File: config.mk
export PLATFORM = sky130hd
export DESIGN_NAME = sorted_priority_queue
export DESIGN_NICKNAME = d
export VERILOG_FILES = /design/src/sv/spq_pkg.sv /design/src/sv/spq_cell.sv /design/src/sv/sorted_priority_queue.sv
export VERILOG_INCLUDE_DIRS = /design/src /design/src/sv
export SDC_FILE = /design/constraint.sdc
export NUM_CORES = 2
export LEC_CHECK = 0
export BUFFER_PORTS_ARGS = -buffer_cell sky130_fd_sc_hd__buf_2
export CAP_MARGIN = 30
export CORE_MARGIN = 2
export CORE_UTILIZATION = 55
export CTS_CLUSTER_SIZE = 16
export DETAILED_ROUTE_END_ITERATION = 10
export GPL_TIMING_DRIVEN = 0
export PLACE_DENSITY = 0.79
export SKIP_CTS_REPAIR_TIMING = 1
export SLEW_MARGIN = 0
export SYNTH_ARGS = -nofsm -noshare
export SYNTH_HDL_FRONTEND = slang
export SYNTH_SLANG_ARGS = --single-unit
File: constraint.sdc
create_clock -name clock -period 14.4 [get_ports clock]
set_input_delay 1.44 -clock clock [delete_from_list [all_inputs] [get_ports clock]]
set_output_delay 1.44 -clock clock [all_outputs]
set_load 0.05 [all_outputs]
File: src/sv/assert_macros.svh
// Assertion macros of the sorted priority queue RTL.
// Depends on nothing; included by sorted_priority_queue.
`ifndef ASSERT_MACROS_SVH
`define ASSERT_MACROS_SVH

// Checks a property on every rising edge of clk while rst is low.
`define SPQ_ASSERT(label, clk, rst, prop) \
   label: assert property (@(posedge clk) disable iff (rst) prop) \
      else $error("%m: assertion failed");

// Checks a property on every rising edge of clk, reset included.
`define SPQ_ASSERT_ALWAYS(label, clk, prop) \
   label: assert property (@(posedge clk) prop) \
      else $error("%m: assertion failed");

`endif

File: src/sv/spq_pkg.sv
// Types and codes of the sorted priority queue.
// Depends on nothing; used by spq_cell, sorted_priority_queue and the testbench.
package spq_pkg;

   // Width of the fill level in a result word.
   localparam int FILL_W = 5;

   // Request kinds.
   typedef enum logic {
      REQ_INSERT = 1'b0,
      REQ_POP    = 1'b1
   } req_kind_type;

   // Status codes of a result word.
   typedef enum logic [1:0] {
      STATUS_DONE  = 2'd0,
      STATUS_EMPTY = 2'd1,
      STATUS_FULL  = 2'd2
   } status_type;

   // Command broadcast to every cell in a cycle.
   typedef enum logic [1:0] {
      CMD_HOLD   = 2'd0,
      CMD_INSERT = 2'd1,
      CMD_POP    = 2'd2
   } cmd_op_type;

   typedef struct packed {
      req_kind_type       req_type;
      logic signed [31:0] data_in;
      logic signed [31:0] priority_in;
   } req_word_type;

   typedef struct packed {
      status_type         status;
      logic signed [31:0] data_out;
      logic [FILL_W-1:0]  fill_level;
   } rsp_word_type;

   typedef struct packed {
      cmd_op_type         op;
      logic signed [31:0] data;
      logic signed [31:0] prio;
   } cell_cmd_type;

   // What a cell shows its neighbors.
   typedef struct packed {
      logic               valid;
      logic               gt;
      logic signed [31:0] data;
      logic signed [31:0] prio;
   } cell_link_type;

endpackage

File: src/sv/spq_cell.sv
// One slot of the sorted queue: holds an entry and trades it with its neighbors.
// Depends on spq_pkg.
module spq_cell (
   input  logic                   clock,
   input  logic                   reset,
   input  spq_pkg::cell_cmd_type  cmd,
   input  spq_pkg::cell_link_type left,
   input  spq_pkg::cell_link_type right,
   output spq_pkg::cell_link_type own
);

   logic               valid_ff, valid_in;
   logic signed [31:0] data_ff, data_in;
   logic signed [31:0] prio_ff, prio_in;
   logic               gt;

   // The stored entry ranks behind the word being inserted.
   assign gt = valid_ff && (prio_ff > cmd.prio);

   // Next contents of the slot.
   always_comb begin
      valid_in = valid_ff;
      data_in  = data_ff;
      prio_in  = prio_ff;
      case (cmd.op)
         spq_pkg::CMD_INSERT: begin
            if (left.gt) begin
               // The insert point lies further up; shift the left entry in.
               valid_in = 1'b1;
               data_in  = left.data;
               prio_in  = left.prio;
            end else if (gt || (!valid_ff && left.valid)) begin
               // This slot is the insert point.
               valid_in = 1'b1;
               data_in  = cmd.data;
               prio_in  = cmd.prio;
            end
         end
         spq_pkg::CMD_POP: begin
            valid_in = right.valid;
            data_in  = right.data;
            prio_in  = right.prio;
         end
         default: begin
         end
      endcase
   end

   always_ff @(posedge clock) begin
      if (reset) begin
         valid_ff <= 1'b0;
      end else begin
         valid_ff <= valid_in;
      end
      data_ff <= data_in;
      prio_ff <= prio_in;
   end

   assign own = '{valid: valid_ff, gt: gt, data: data_ff, prio: prio_ff};

endmodule

File: src/sv/sorted_priority_queue.sv
// Top level of the sorted priority queue: a row of spq_cell slots and the
// fill counter. Depends on spq_pkg, spq_cell and assert_macros.svh.
//
// Usage:
//  - A request word (insert or pop) is taken at a rising edge where start
//    is high and busy is low. busy stays low: a request can be taken every
//    cycle, so one request per cycle is sustained.
//  - Each request gives one result word on rsp_word, marked by rsp_strobe for
//    exactly one cycle, in the cycle right after the request is taken.
//  - An insert is placed by all slots in parallel: each slot compares its
//    priority with the new one and either keeps its entry, takes the new
//    entry or takes its left neighbor's. A pop shifts every slot left by one.
//    Each request is completed by this single compare-and-shift step.
//  - Status reports done, pop on an empty queue, or insert dropped because
//    the queue is full; data_out is zero unless a pop succeeded.
//  - Reset (synchronous, active high) empties the queue; no clearing pass.
//  - The receiver cannot stall: a result word not taken in its cycle is lost.
`include "assert_macros.svh"

module sorted_priority_queue #(
   parameter int DEPTH = 16
) (
   input  logic                  clock,
   input  logic                  reset,
   input  logic                  start,
   output logic                  busy,
   input  spq_pkg::req_word_type req_word,
   output logic                  rsp_strobe,
   output spq_pkg::rsp_word_type rsp_word
);

   localparam int CNT_W = $clog2(DEPTH + 1);
   localparam logic [CNT_W-1:0] FULL_COUNT = CNT_W'(DEPTH);

   logic                  accept;
   logic                  full;
   logic                  empty;
   logic [CNT_W-1:0]      count_ff, count_in;
   logic                  rsp_strobe_ff;
   spq_pkg::rsp_word_type rsp_word_ff, rsp_word_in;
   spq_pkg::cell_cmd_type cmd;
   spq_pkg::cell_link_type links [DEPTH];
   logic [DEPTH-1:0]      valid_vec;

   assign busy   = 1'b0;
   assign accept = start && !busy;
   assign full   = (count_ff == FULL_COUNT);
   assign empty  = (count_ff == '0);

   // Decode the request into a command for all slots and the result word.
   always_comb begin
      cmd.op      = spq_pkg::CMD_HOLD;
      cmd.data    = req_word.data_in;
      cmd.prio    = req_word.priority_in;
      count_in    = count_ff;
      rsp_word_in = rsp_word_ff;
      if (accept) begin
         rsp_word_in.status   = spq_pkg::STATUS_DONE;
         rsp_word_in.data_out = '0;
         case (req_word.req_type)
            spq_pkg::REQ_INSERT: begin
               if (full) begin
                  rsp_word_in.status = spq_pkg::STATUS_FULL;
               end else begin
                  cmd.op   = spq_pkg::CMD_INSERT;
                  count_in = count_ff + 1'b1;
               end
            end
            spq_pkg::REQ_POP: begin
               if (empty) begin
                  rsp_word_in.status = spq_pkg::STATUS_EMPTY;
               end else begin
                  cmd.op               = spq_pkg::CMD_POP;
                  count_in             = count_ff - 1'b1;
                  rsp_word_in.data_out = links[0].data;
               end
            end
            default: begin
            end
         endcase
         rsp_word_in.fill_level = spq_pkg::FILL_W'(count_in);
      end
   end

   // Row of slots, head at index zero.
   for (genvar i = 0; i < DEPTH; i++) begin : g_slot
      spq_pkg::cell_link_type left_link;
      spq_pkg::cell_link_type right_link;

      if (i == 0) begin : g_head
         assign left_link = '{valid: 1'b1, gt: 1'b0, data: '0, prio: '0};
      end else begin : g_body
         assign left_link = links[i-1];
      end

      if (i == DEPTH - 1) begin : g_tail
         assign right_link = '{valid: 1'b0, gt: 1'b0, data: '0, prio: '0};
      end else begin : g_inner
         assign right_link = links[i+1];
      end

      spq_cell u_slot (
         .clock (clock),
         .reset (reset),
         .cmd   (cmd),
         .left  (left_link),
         .right (right_link),
         .own   (links[i])
      );

      assign valid_vec[i] = links[i].valid;
   end

   always_ff @(posedge clock) begin
      if (reset) begin
         count_ff      <= '0;
         rsp_strobe_ff <= 1'b0;
      end else begin
         count_ff      <= count_in;
         rsp_strobe_ff <= accept;
      end
      rsp_word_ff <= rsp_word_in;
   end

   assign rsp_strobe = rsp_strobe_ff;
   assign rsp_word   = rsp_word_ff;

   // Every taken request gives a result word in the next cycle.
   `SPQ_ASSERT(a_rsp_follows_req, clock, reset, accept |=> rsp_strobe)
   // The fill counter matches the number of occupied slots.
   `SPQ_ASSERT(a_count_matches, clock, reset, $countones(valid_vec) == count_ff)
   // An empty-queue pop reports an empty queue and no data.
   `SPQ_ASSERT(a_empty_pop, clock, reset, (rsp_strobe && rsp_word.status == spq_pkg::STATUS_EMPTY) |-> (rsp_word.fill_level == '0 && rsp_word.data_out == '0))
   // The queue never reports busy, reset included.
   `SPQ_ASSERT_ALWAYS(a_never_busy, clock, !busy)

endmodule

==> flow_metrics.env <==
export IMPL_crit_buf_inv=7
export IMPL_clk_latency_ns=0.75
export IMPL_yosysSeqAreaShare=0.496
export IMPL_fin_area_um2=73000
export IMPL_via_per_inst=6.94
export IMPL_timing_rr_end="g_slot[13].u_slot.prio_ff[16]"
export IMPL_ir_drop_v=0.000110
export IMPL_hold_path_class="register to register"
export IMPL_route_detailed_drc=0
export IMPL_overflow=0
export IMPL_nets=6779
export IMPL_r2r_start="g_slot[13].u_slot.prio_ff[31]"
export IMPL_die_area_um2=121000
export IMPL_multi_input_area_um2=30700
export IMPL_slew_limit_headroom=0.241
export IMPL_cts_buffers=116
export IMPL_place_ws_ns=5.95
export IMPL_grt_pass1_vias=53100
export IMPL_areaGrowthSynthToFinish_pct=11.8
export IMPL_rows=126
export IMPL_drt_iter0_markers=8167
export IMPL_postSynth_asyncResetShare=0
export IMPL_hold_depth=2
export IMPL_worst_ep_arrival_time_ns=8.76
export IMPL_powerDensity_nw_per_um2=137
export IMPL_routabilityCongestion=1.02
export IMPL_synth_top_area_frac=0.489
export IMPL_cts_path_max_buffers=3
export IMPL_die_w_um=348
export IMPL_dp_hpwl_um=180000
export IMPL_die_h_um=348
export IMPL_wl_per_cell_um=30.7
export IMPL_h_tree_depth=3
export IMPL_synth_common_cells="edfxtp_1 (1063), nand2_1 (880), mux2i_1 (771)"
export IMPL_synth_seq_cells=1085
export IMPL_core_area_um2=118000
export IMPL_instances_no_fill=7837
export IMPL_max_cap_viol_count=0
export IMPL_outcome="complete, no violations"
export IMPL_clockRootBuffer="clkbuf_16"
export IMPL_synth_edf_count=1063
export IMPL_port_buffers=107
export IMPL_worstSetupPathType="input pin to register"
export IMPL_syn_area_um2=65200
export IMPL_antenna_found_initial=9
export IMPL_fmax_mhz=120
export IMPL_setup_viol=0
export IMPL_ff2ff_path_depth=15
export IMPL_min_period_over_period=0.579
export IMPL_cpMaxStageDelayCell="nor4_1"
export IMPL_finalMaxSlewViolations=0
export IMPL_yosysWarnings=0
export IMPL_setup_ws_ns=6.06
export IMPL_ant_nets=0
export IMPL_cp_data_required_time_ns=14.82
export IMPL_slowest_delay_ns=0.96
export IMPL_reg2reg_slack_ns=7.08
export IMPL_cts_sinks=1085
export IMPL_drive_gt1_frac=0.0790
export IMPL_ys_top_cells_by_area="edfxtp_1 (49%), mux2i_1 (12%), ha_1 (9.9%)"
export IMPL_skew_ns=0.0480
export IMPL_worst_pin_slew_ns=1.13
export IMPL_grt_pass1_wl_um=348000
export IMPL_rsz0062_at_grt="false"
export IMPL_crit_path_start_kind="input pin"
export IMPL_path_cells="buf_2, inv_1, ha_1, nand2_1, nor4_1, nand4_1, a21oi_1, nor4_1, buf_2, o31a_2, mux2i_4, buf_4, buf_6, nor2_1, a31oi_4, buf_16, buf_12"
export IMPL_synth_distinct_cells=77
export IMPL_synth_nets=6495
export IMPL_ys_flop_type="edfxtp_1"
export IMPL_min_to="g_slot[14].u_slot.data_ff[4]"
export IMPL_critPathLaunch="req_word[31]"
export IMPL_grt_usage=0.387
export IMPL_vias=54400
export IMPL_placed_cell_area_um2=68900
export IMPL_ioPinCount=109
export IMPL_path_delay_family="simple AND/OR/NAND/NOR gates"
export IMPL_dp_cells=7609
export IMPL_hold_violations=0
export IMPL_start_util=0.553
export IMPL_avgSynthCellArea_um2=11.0
export IMPL_cts_tree="yes"
export IMPL_clkTransAtPathRegs_ns=0.06
export IMPL_hold_ws_ns=0.519
export IMPL_grt_max_degree=43
export IMPL_hold_start="g_slot[15].u_slot.data_ff[4]"
export IMPL_end_kind="register"
export IMPL_synthMostInstantiatedCell="edfxtp_1"
export IMPL_p_total_mw=9.99
export IMPL_synth_top_area_cell="edfxtp_1"
export IMPL_firstDrtPassIters=9
export IMPL_postSynthCellCount=5911
export IMPL_fin_crit_ns=8.34
export IMPL_p_leak_nw=27.5
export IMPL_drt_total_wl_um=241000
export IMPL_regArea_um2=32400
export IMPL_n_fill_cell=9247
export IMPL_critPathMaxFanout=20
[worst max path at each step]
| stage | depth (start not counted) | to | slack [ns] |
|---|---|---|---|
| 5_1_grt | 17 | g_slot[13].u_slot.prio_ff[16] | 6.47 |
| 2_1_floorplan | 13 | g_slot[13].u_slot.data_ff[0] | 6.53 |
| 6_report | 17 | g_slot[13].u_slot.prio_ff[16] | 6.06 |
| 3_3_place_gp | 14 | g_slot[13].u_slot.prio_ff[5] | -0.22 |
| 3_5_place_dp | 17 | g_slot[13].u_slot.prio_ff[17] | 5.95 |
| 4_1_cts | 17 | g_slot[13].u_slot.prio_ff[16] | 6.70 |
[report_power, final]
group / switching, mW / internal [mW]
Combinational: 1.56 / 0.838
Sequential: 0.303 / 4.06
Clock: 1.39 / 1.84
Total: 3.25 / 6.74
[area by class of cell]
cell class,instances,area share
antenna,6,0.000206
buffer,432,0.0276
clock buffer,149,0.0422
clock inverter,69,0.0124
inverter,94,0.00487
multi-input combinational,4300,0.421
sequential,1085,0.444
tap,1536,0.0263
timing repair buffer,166,0.0222
[cell families (layout without fill, tap and decap cells)]
logic type	after synthesis	count (layout)	synth area share
compound gates	1524	1524	0.144
mux	774	774	0.119
flops	1085	1085	0.496
xor+xnor	8	8	0.00107
other cells	1	7	0.0000575
fa+ha+maj	516	516	0.0990
simple gates	1477	1477	0.105
buf+inv	526	910	0.0361
[stage by stage]
| stage | TNS [ns] | utilization |
|---|---|---|
| after CTS | 0 | 0.618 |
| after floorplan | 0 | - |
| after detailed placement | 0 | 0.584 |
| after global placement | -13.10 | 0.574 |
| after global routing | 0 | 0.619 |
| final | 0 | 0.619 |
[flip-flops by register name (all words and copies together), names as in the netlist]
name                    cells
count_ff                    5
g_slot.u_slot.data_ff     512
rsp_word                   39
rsp_strobe                  1
g_slot.u_slot.valid_ff     16
g_slot.u_slot.prio_ff     512
[metal layers]
metal,global-route usage,part of all wire
met4,0.286,0.088
met3,0.0949,0.12
met5,0,0.00011
met2,0.581,0.43
met1,0.487,0.36
[worst register-to-register path, cell delays in order, from the launching register on]
cell      delay, ns
edfxtp_1       0.50
ha_1           0.42
nand2_1        0.23
nor4_1         0.96
nand4_1        0.84
a21oi_1        0.78
nor4_1         0.16
buf_2          0.21
o31a_2         0.20
mux2i_4        0.65
buf_4          0.39
buf_6          0.27
nor2_1         0.15
a31oi_4        0.74
buf_16         0.25
buf_12         0.22
[placed cells by master, fill, tap and decap left out, types with 22 or more instances in the layout]
master	netlist	routed
a21o_1	147	147
a2bb2oi_1	63	63
o21ai_1	142	142
nand2_1	880	880
and2_1	36	35
buf_4	49	52
buf_2	42	152
a221o_1	130	130
clkbuf_16	0	116
nand4_1	98	98
mux2i_1	771	771
buf_12	0	28
o211ai_1	24	24
buf_6	19	22
nor2_1	154	149
dfxtp_1	22	22
edfxtp_1	1063	1063
buf_1	24	25
inv_1	94	93
a21oi_1	256	254
nor2b_1	57	57
clkbuf_1	298	314
nor3_1	24	24
o21ai_0	630	630
nor3b_1	129	129
ha_1	516	516
nand3_1	30	30
Note: power is estimated with default switching activity, not from simulation.
